`config.mk`:
```
export PLATFORM = sky130hd
export DESIGN_NAME = multichannel_adc_smoothing_core_flat
export DESIGN_NICKNAME = d
export VERILOG_FILES = /design/src/hdl/mas_pkg.sv /design/src/hdl/mas_stream_if.sv /design/src/hdl/multichannel_adc_smoothing_core.sv /design/src/flat_wrapper.sv
export SDC_FILE = /design/constraint.sdc
export NUM_CORES = 1
export LEC_CHECK = 0
export BUFFER_PORTS_ARGS = -buffer_cell sky130_fd_sc_hd__buf_2
export CORE_MARGIN = 5
export CORE_UTILIZATION = 53
export DETAILED_ROUTE_END_ITERATION = 8
export GPL_TIMING_DRIVEN = 0
export PLACE_DENSITY = 0.78
export SYNTH_ARGS = -nofsm -noshare
export SYNTH_HDL_FRONTEND = slang
export SYNTH_SLANG_ARGS = --single-unit
```
`constraint.sdc`:
```
create_clock -name clk -period 1.85 [get_ports clk]
set_input_delay 0.555 -clock clk [delete_from_list [all_inputs] [get_ports clk]]
set_output_delay 0.555 -clock clk [all_outputs]
set_load 0.01 [all_outputs]
```
`src/hdl/mas_pkg.sv`:
```
// mas_pkg: shared constants and beat types for the multichannel adc smoothing core
// no dependencies; used by mas_stream_if and multichannel_adc_smoothing_core
package mas_pkg;

    // default geometry of the core
    localparam int CHANNELS_DEF      = 4;
    localparam int HISTORY_DEPTH_DEF = 8;
    localparam int SMOOTH_SHIFT_DEF  = 4;

    // fixed field widths
    localparam int SAMPLE_W = 10;
    localparam int VALUE_W  = 11;
    localparam int CHAN_W   = 2;
    localparam int SWEEP_W  = 16;
    localparam int ACC_W    = 16;

    // one converter result
    typedef struct packed {
        logic [SAMPLE_W-1:0] raw_sample;
    } sample_beat_t;

    // one smoothed result
    typedef struct packed {
        logic [CHAN_W-1:0]  sample_channel;
        logic [VALUE_W-1:0] smoothed_value;
        logic [CHAN_W-1:0]  next_channel;
        logic [SWEEP_W-1:0] sweep_number;
    } result_beat_t;

endpackage

```
`src/hdl/mas_stream_if.sv`:
```
// mas_stream_if: valid/ready channel carrying one beat of a given payload type
// depends on mas_pkg for the default payload type
interface mas_stream_if #(
    parameter type payload_t = mas_pkg::sample_beat_t
);
    logic     valid;
    logic     ready;
    payload_t data;

    modport source (output valid, output data, input ready);
    modport sink   (input valid, input data, output ready);
endinterface

```
`src/hdl/multichannel_adc_smoothing_core.sv`:
```
// multichannel_adc_smoothing_core: per-channel leaky integrator and history mean
// depends on mas_pkg and mas_stream_if
//
//  channel   direction  payload                                          handshake
//  samples   sink       raw_sample                                       valid/ready
//  results   source     sample_channel, smoothed_value, next_channel,    valid/ready
//                       sweep_number
//
// one beat passes from acceptance through the update step, which updates the integrator and
// writes the history, the sum step, which sums the history through the single read port of
// the history memory, and the finish step, which loads the result register (the mean is a
// shift, or a reciprocal multiply in that same cycle when the depth is not a power of two);
// a new sample is accepted only in the idle state that follows the finish step.
// after reset the history memory is cleared, one entry a cycle, all CHANNELS * HISTORY_DEPTH
// entries, with samples.ready low. a waiting result does not block the next sample;
// only loading a new result waits for the result register to empty.
module multichannel_adc_smoothing_core #(
    parameter int CHANNELS      = mas_pkg::CHANNELS_DEF,
    parameter int HISTORY_DEPTH = mas_pkg::HISTORY_DEPTH_DEF,
    parameter int SMOOTH_SHIFT  = mas_pkg::SMOOTH_SHIFT_DEF
) (
    input  logic         clk,
    input  logic         rst_n,
    mas_stream_if.sink   samples,
    mas_stream_if.source results
);

    // derived sizes
    localparam int DEPTH  = CHANNELS * HISTORY_DEPTH;
    localparam int AW     = (DEPTH > 1) ? $clog2(DEPTH) : 1;
    localparam int CH_W   = (CHANNELS > 1) ? $clog2(CHANNELS) : 1;
    localparam int SL_W   = $clog2(HISTORY_DEPTH);
    localparam int RC_W   = $clog2(HISTORY_DEPTH + 1);
    localparam int SUM_W  = mas_pkg::VALUE_W + SL_W;
    localparam bit POW2   = (HISTORY_DEPTH & (HISTORY_DEPTH - 1)) == 0;

    // reciprocal of the depth, exact for every sum below 2**SUM_W
    localparam int REC_W  = SUM_W + 1;
    localparam int REC_SH = SUM_W + SL_W;
    localparam int PROD_W = SUM_W + REC_W;
    localparam logic [REC_W-1:0] REC_M =
        REC_W'(((64'd1 << REC_SH) + 64'(HISTORY_DEPTH) - 64'd1) / 64'(HISTORY_DEPTH));

    typedef enum logic [2:0] {
        ST_CLEAR,
        ST_IDLE,
        ST_UPDATE,
        ST_SUM,
        ST_FINISH
    } state_t;

    state_t                      state_reg;
    logic [AW-1:0]               clr_cnt_reg;
    logic [CH_W-1:0]             ch_reg;
    logic [SL_W-1:0]             slot_reg;
    logic [mas_pkg::SWEEP_W-1:0] sweep_reg;
    logic [mas_pkg::ACC_W-1:0]   integ_reg [CHANNELS];
    logic [mas_pkg::VALUE_W-1:0] sample_reg;
    logic [RC_W-1:0]             rd_cnt_reg;
    logic                        rd_pend_reg;
    logic [SUM_W-1:0]            sum_reg;
    logic                        out_valid_reg;
    mas_pkg::result_beat_t       out_data_reg;

    // history memory
    logic [mas_pkg::VALUE_W-1:0] hist_mem [DEPTH];
    logic [mas_pkg::VALUE_W-1:0] mem_q_reg;

    logic                        mem_we;
    logic [AW-1:0]               mem_wa;
    logic [mas_pkg::VALUE_W-1:0] mem_wd;
    logic                        rd_en;
    logic [AW-1:0]               rd_addr;
    logic [mas_pkg::ACC_W-1:0]   acc_cur;
    logic [mas_pkg::ACC_W-1:0]   acc_new;
    logic [PROD_W-1:0]           rec_prod;
    logic [SUM_W-1:0]            quot;
    logic [CH_W-1:0]             ch_next;
    logic [CH_W+1:0]             ch_ext;
    logic [CH_W+1:0]             ch_next_ext;
    logic                        out_free;

    // integrator update
    assign acc_cur = integ_reg[ch_reg];
    assign acc_new = acc_cur - (acc_cur >> SMOOTH_SHIFT)
                   + mas_pkg::ACC_W'(sample_reg);

    // memory port muxing
    assign mem_we  = (state_reg == ST_CLEAR) || (state_reg == ST_UPDATE);
    assign mem_wa  = (state_reg == ST_CLEAR) ? clr_cnt_reg
                   : AW'(32'(ch_reg) * HISTORY_DEPTH + 32'(slot_reg));
    assign mem_wd  = (state_reg == ST_CLEAR) ? '0
                   : mas_pkg::VALUE_W'(acc_new >> SMOOTH_SHIFT);
    assign rd_en   = (state_reg == ST_SUM) && (rd_cnt_reg < RC_W'(HISTORY_DEPTH));
    assign rd_addr = AW'(32'(ch_reg) * HISTORY_DEPTH + 32'(rd_cnt_reg[SL_W-1:0]));

    // history mean: shift for a power-of-two depth, else reciprocal multiply
    assign rec_prod = PROD_W'(sum_reg) * PROD_W'(REC_M);
    assign quot     = POW2 ? (sum_reg >> SL_W) : SUM_W'(rec_prod >> REC_SH);

    // channel sweep
    assign ch_next     = (ch_reg == CH_W'(CHANNELS - 1)) ? '0 : ch_reg + 1'b1;
    assign ch_ext      = {2'b00, ch_reg};
    assign ch_next_ext = {2'b00, ch_next};
    assign out_free    = !out_valid_reg || results.ready;

    assign samples.ready = (state_reg == ST_IDLE);
    assign results.valid = out_valid_reg;
    assign results.data  = out_data_reg;

    // history memory, one write and one registered read port
    always_ff @(posedge clk)
    begin
        if (mem_we)
        begin
            hist_mem[mem_wa] <= mem_wd;
        end
        if (rd_en)
        begin
            mem_q_reg <= hist_mem[rd_addr];
        end
    end

    // sequencer, datapath and result register
    always_ff @(posedge clk or negedge rst_n)
    begin
        if (!rst_n)
        begin
            state_reg     <= ST_CLEAR;
            clr_cnt_reg   <= '0;
            ch_reg        <= '0;
            slot_reg      <= '0;
            sweep_reg     <= '0;
            sample_reg    <= '0;
            rd_cnt_reg    <= '0;
            rd_pend_reg   <= 1'b0;
            sum_reg       <= '0;
            out_valid_reg <= 1'b0;
            out_data_reg  <= '0;
            for (int i = 0; i < CHANNELS; i++)
            begin
                integ_reg[i] <= '0;
            end
        end
        else
        begin
            // result taken; the finish step reloads the register itself
            if (results.ready && (state_reg != ST_FINISH))
            begin
                out_valid_reg <= 1'b0;
            end
            rd_pend_reg <= rd_en;

            case (state_reg)
                ST_CLEAR:
                begin
                    clr_cnt_reg <= clr_cnt_reg + 1'b1;
                    if (clr_cnt_reg == AW'(DEPTH - 1))
                    begin
                        state_reg <= ST_IDLE;
                    end
                end
                ST_IDLE:
                begin
                    if (samples.valid)
                    begin
                        sample_reg <= {samples.data.raw_sample, 1'b0};
                        state_reg  <= ST_UPDATE;
                    end
                end
                ST_UPDATE:
                begin
                    integ_reg[ch_reg] <= acc_new;
                    rd_cnt_reg        <= '0;
                    sum_reg           <= '0;
                    state_reg         <= ST_SUM;
                end
                ST_SUM:
                begin
                    if (rd_en)
                    begin
                        rd_cnt_reg <= rd_cnt_reg + 1'b1;
                    end
                    if (rd_pend_reg)
                    begin
                        sum_reg <= sum_reg + SUM_W'(mem_q_reg);
                    end
                    else if (!rd_en)
                    begin
                        state_reg <= ST_FINISH;
                    end
                end
                ST_FINISH:
                begin
                    if (out_free)
                    begin
                        out_valid_reg                <= 1'b1;
                        out_data_reg.sample_channel  <= ch_ext[1:0];
                        out_data_reg.smoothed_value  <= quot[mas_pkg::VALUE_W-1:0];
                        out_data_reg.next_channel    <= ch_next_ext[1:0];
                        if (ch_reg == '0)
                        begin
                            out_data_reg.sweep_number <= sweep_reg + 1'b1;
                            sweep_reg                 <= sweep_reg + 1'b1;
                            slot_reg <= (slot_reg == SL_W'(HISTORY_DEPTH - 1))
                                        ? '0 : slot_reg + 1'b1;
                        end
                        else
                        begin
                            out_data_reg.sweep_number <= sweep_reg;
                        end
                        ch_reg    <= ch_next;
                        state_reg <= ST_IDLE;
                    end
                end
                default:
                begin
                    state_reg <= ST_IDLE;
                end
            endcase
        end
    end

`ifndef SYNTHESIS
    // a new result only appears from the finish step
    assert property (@(posedge clk) disable iff (!rst_n)
        $rose(results.valid) |-> $past(state_reg == ST_FINISH))
        else $error("result raised outside finish step");

    // no sample taken while the history is being cleared
    assert property (@(posedge clk) disable iff (!rst_n)
        (state_reg == ST_CLEAR) |-> !samples.ready)
        else $error("sample ready during history clear");

    // an accepted sample always starts the integrator update
    assert property (@(posedge clk) disable iff (!rst_n)
        (samples.valid && samples.ready) |=> (state_reg == ST_UPDATE))
        else $error("accepted sample did not start update");
`endif

endmodule
```
`src/flat_wrapper.sv`:
```
// flat-port wrapper written by rule: the top's interface ports become plain ports
module multichannel_adc_smoothing_core_flat 
#(
    parameter int CHANNELS      = mas_pkg::CHANNELS_DEF,
    parameter int HISTORY_DEPTH = mas_pkg::HISTORY_DEPTH_DEF,
    parameter int SMOOTH_SHIFT  = mas_pkg::SMOOTH_SHIFT_DEF
)
  (clk, rst_n, samples_valid, samples_data, samples_ready, results_valid, results_data, results_ready);
  mas_stream_if samples_i ();
  mas_stream_if results_i ();
  input  logic clk;
  input  logic rst_n;
  input wire logic [$bits(samples_i.valid)-1:0] samples_valid;
  input wire logic [$bits(samples_i.data)-1:0] samples_data;
  output wire logic [$bits(samples_i.ready)-1:0] samples_ready;
  output wire logic [$bits(results_i.valid)-1:0] results_valid;
  output wire logic [$bits(results_i.data)-1:0] results_data;
  input wire logic [$bits(results_i.ready)-1:0] results_ready;
  assign samples_i.valid = samples_valid;
  assign samples_i.data = samples_data;
  assign samples_ready = samples_i.ready;
  assign results_valid = results_i.valid;
  assign results_data = results_i.data;
  assign results_i.ready = results_ready;
  multichannel_adc_smoothing_core #(.CHANNELS(CHANNELS), .HISTORY_DEPTH(HISTORY_DEPTH), .SMOOTH_SHIFT(SMOOTH_SHIFT)) u_core (.clk(clk), .rst_n(rst_n), .samples(samples_i), .results(results_i));
endmodule
```
Word level (Yosys, flattened, before mapping)
Index checks and enable logic that the tools add are counted.
Widths: inputs -> output; s select.
Cells by class
  add/sub/neg operators: 4
  magnitude comparators: 1
  equal/unequal tests: 13
  mux-type cells: 12
  reductions and logical operators: 11
Operators by type and width (number)
  $add 16x1->16 const B: 1
  $mux 3: 5
  $pmux 3 s5: 1
  $ne 2x2->1 const B: 4
  $pmux 4 s2: 1
  $eq 3x2->1 const B: 2
  $add 5x1->5 const B: 1
  $eq 5x5->1 const B: 1
  $reduce_and 5->1: 1
  $add 4x1->4 const B: 1
  $lt 4x4->1 const B: 1
  $mux 4: 1
  $ne 2x1->1 const B: 2
  $reduce_and 2->1: 2
  $eq 3x1->1 const B: 1
  $eq 3x3->1 const B: 1
  $logic_not 3->1: 1
  $mux 1: 3
  $ne 3x3->1 const B: 1
  $reduce_and 3->1: 1
  $add 2x1->2 const B: 1
  $eq 2x2->1 const B: 1
  $logic_and 1x1->1: 2
  $logic_not 2->1: 1
  other kinds (4): 4
Word-level totals
  register bits: 32
  input port bits: 14
  output and inout port bits: 12

Depth between registers and ports, before layout
  depth in word-level cells: 5
  mapped depth: 5
  mapped depth without buffers: 5

Worst setup path before layout
No wires, ideal clock.
  path type: reg-to-reg
  start point: register u_core.state_reg[0]
  end point: register u_core.clr_cnt_reg[1]
  library setup time: 0.125 ns
  arrival: 1.355 ns
  path slack: 0.370 ns
  stages on the path, launching flop included: 4
  buffers on the path: 1
  clock period less this slack: 1.480 ns
  cell sequence: dfrtp_1 > buf_4 > nor3_1 > mux2_2
On the way
  cells in the longest elaborated chain, start to end: 1
Ends and longest elaborated chain
  start: declaration: RTL line multichannel_adc_smoothing_core.sv:52  | state_t state_reg;
  start signal: assignment: RTL line multichannel_adc_smoothing_core.sv:129  | state_reg <= ST_CLEAR;
  start signal: assignment: RTL line multichannel_adc_smoothing_core.sv:160  | state_reg <= ST_IDLE;
  start signal: assignment: RTL line multichannel_adc_smoothing_core.sv:168  | state_reg <= ST_UPDATE;
  $logic_not 3->1
  end signal: assignment: RTL line multichannel_adc_smoothing_core.sv:157  | clr_cnt_reg <= clr_cnt_reg + 1'b1;
  end: declaration: RTL line multichannel_adc_smoothing_core.sv:53  | logic [AW-1:0] clr_cnt_reg;
No other way between the ends.
A chain may end at the register's enable or synchronous reset.

Final worst setup path
  start point: register u_core.state_reg[2]
  end point: output port samples_ready
On the way
  cells in the longest elaborated chain, start to end: 1
Ends and longest elaborated chain
  $eq 3x1->1: RTL line multichannel_adc_smoothing_core.sv:107  | assign samples.ready = (state_reg == ST_IDLE);
  end: declaration: RTL line flat_wrapper.sv:15  | output wire logic [$bits(samples_i.ready)-1:0] samples_ready;
No other way between the ends.

==> flow_metrics.py <==
metrics = {
    "floorplanning": {
        "dieArea_um2": 3460,
        "fp.dieW_um": 58.8,
        "row_count": 17,
        "chipHeight_um": 58.8,
        "initial_core_util": 0.565,
        "pin_count": 26,
        "placeableCoreArea_um2": 2230,
    },
    "power": {
        "power_leakage_nw": 0.750,
        "powerDensity_nw_per_um2": 1180,
        "ir_worst_vdd_mv": 0.907,
    },
    "detailed_routing": {
        "wl_per_cell_um": 13.1,
        "drtIter0Drc": 18,
        "drc": 0,
        "drt.antenna.violating_nets": 0,
        "drt_wl_total_um": 2040,
        "vias_per_cell": 5.47,
        "drt_first_pass_iters": 4,
        "dr_total_vias": 854,
    },
    "synth": {
        "synth_area_um2": 1260,
        "yosysSeqAreaShare": 0.515,
        "synthCells": 110,
        "synth_top_area_frac": 0.515,
        "synth_seq_cells": 26,
        "synth_ff_type": "dfrtp_1",
        "ys_types": 29,
        "async_flop_share": 1.00,
        "synthTopCellsByCount": "dfrtp_1, nand2_1, nor2_1, xor2_1",
        "synth-edff-count": 0,
        "synth_top_cell_by_area": "dfrtp_1",
        "syn-num-nets": 130,
        "synth.most_common_cell": "dfrtp_1",
        "syn_avg_cell_area_um2": 11.5,
        "yosys_warnings": 0,
        "synth_area_leaders": "dfrtp_1, ha_1, xor2_1",
    },
    "global_route": {
        "grt_pass1_wl_um": 3580,
        "met3_usage": 0.0263,
        "grt_util_met1": 0.167,
        "met2_usage": 0.226,
        "grt_overflow": 0,
        "antenna_found_initial": 0,
        "grt_pass1_vias": 840,
        "grt_max_degree": 27,
        "grt_use_total": 0.135,
        "top_usage_layer": "met2",
    },
    "sta": {
        "setup_viol": 0,
        "fmax_mhz": 567,
        "slew_headroom": 0.584,
        "setup-tns-final_ns": 0,
        "finalCriticalPeriod_ns": 1.76,
        "whs_ns": 0.214,
        "rsz0062_at_grt": "no",
        "min_period_over_period": 0.953,
        "finalHoldViolCount": 0,
        "drv_slew": 0,
        "skew_ns": 0.00458,
        "worstMarginPinSlew_ns": 0.619,
    },
    "worst_setup_path": {
        "worst-r2r-cell-count": 3,
        "worstSetupStartpoint": "u_core.state_reg[2]$_DFFE_PN0P_",
        "timing.rr.start": "u_core.state_reg[0]$_DFFE_PN0P_",
        "startpoint_type": "flop",
        "ff2ff_setup_slack_ns": 0.23,
        "worstSetupEndpointType": "primary output",
        "cp.arrival_ns": 1.21,
        "required_ns": 1.29,
        "critPathKind": "reg2out",
        "path_max_fanout": 8,
    },
    "place": {
        "port-buffer-count": 15,
        "hpwl_um": 1550,
        "gp_congestion": 0.754,
    },
    "final_layout": {
        "multiInputGateArea_um2": 571,
        "fillers": 193,
        "largest_register_ffs": 10,
        "insertedDiodeCount": 0,
        "layout.nets": 150,
        "area_growth_pct": 10.5,
        "ff_latch_area_um2": 651,
        "drive_gt1_frac": 0.227,
    },
    "clocking": {
        "clock_path_buffers": 2,
        "cts_root_buffer": "clkbuf_4",
        "cts_sinks": 26,
        "cts_tree": "yes",
        "cts.hold.buffers_added": 0,
        "clk_latency_ns": 0.31,
        "numCtsBuffers": 3,
        "post_cts_buffers": 0,
        "ctsHtreeMaxLevel": 1,
        "cts_resized": 0,
        "clk_pin_slew_worst_paths_ns": 0.13,
    },
    "outcome": {
        "outcome": "completed",
    },
    "job": {
        "cap_violations": 0,
    },
    "hold_path": {
        "hp-class": "in2async",
    },
}
==> final timing paths <==
check	to
worst max-delay path	samples_ready
worst min-delay path	u_core.results.data[8]$_DFFE_PN0P_
worst max register to register	u_core.clr_cnt_reg[4]$_DFFE_PN0P_
worst min register to register	u_core.results.data[9]$_DFFE_PN0P_
max in group asynchronous	u_core.rd_pend_reg$_DFF_PN0_
min in group clk	u_core.results.data[9]$_DFFE_PN0P_
==> power breakdown <==
part | internal (W) | leakage, nW | switching, W | total (W)
Combinational | 0.000295 | 0.402 | 0.000276 | 0.000571
Sequential | 0.000713 | 0.334 | 0.000136 | 0.000849
Clock | 0.0000760 | 0.0138 | 0.000154 | 0.000230
==> area by class of cell <==
cell class	instances	share of cell area
Inverter	4	0.0108
Multi-Input combinational cell	77	0.409
Sequential cell	26	0.466
Buffer	3	0.0188
Tap cell	28	0.0251
Timing Repair Buffer	15	0.0538
Clock buffer	3	0.0161
==> critical path: stages (launching register included) <==
cell	delay (ns)
dfrtp_1	0.38
buf_4	0.15
nand2b_1	0.15
nor2_1	0.08
buf_2	0.13
==> cells by family (layout without fill, tap and decap cells) <==
| logic type | Yosys count | after routing | share of synthesized area |
|---|---|---|---|
| and+or+nand+nor | 42 | 42 | 0.183 |
| DFF | 26 | 26 | 0.515 |
| xor gates and xnor gates | 12 | 12 | 0.0833 |
| AOI/OAI and AO/OA | 10 | 10 | 0.0654 |
| muxes | 7 | 7 | 0.0605 |
| buffers and inverters | 7 | 25 | 0.0327 |
| adders and majority gates | 6 | 6 | 0.0595 |
==> stage by stage <==
step	total power (W)	cell area [um2]	setup WS, ns	util	instances
floorplan	0.00130	1260	0.370	-	110
global placement	0.00140	1370	0.271	0.615	153
detailed placement	0.00145	1370	0.245	0.615	153
CTS	0.00168	1400	0.0612	0.625	156
global route	0.00179	1400	0.0249	0.625	156
finish	0.00165	1400	0.0863	0.625	156
==> layout by cell type, fill, tap and decap left out, types with 4 or more instances in the layout <==
cell type | Yosys | layout
xnor2_1 | 5 | 5
a22o_1 | 4 | 4
nor2_1 | 9 | 9
mux2_2 | 5 | 5
nand3_1 | 6 | 6
ha_1 | 6 | 6
nor3_1 | 5 | 5
buf_2 | 0 | 15
nand2_1 | 9 | 9
dfrtp_1 | 26 | 26
inv_1 | 4 | 4
xor2_1 | 7 | 7
==> per-layer routing <==
metal / wire, um / up-vias
met5: 0 / -
met1: 927 / 417
met3: 104 / 2
li1: - / 421
met4: 10 / 0
met2: 998 / 14
(Power assumes the default switching activity.)
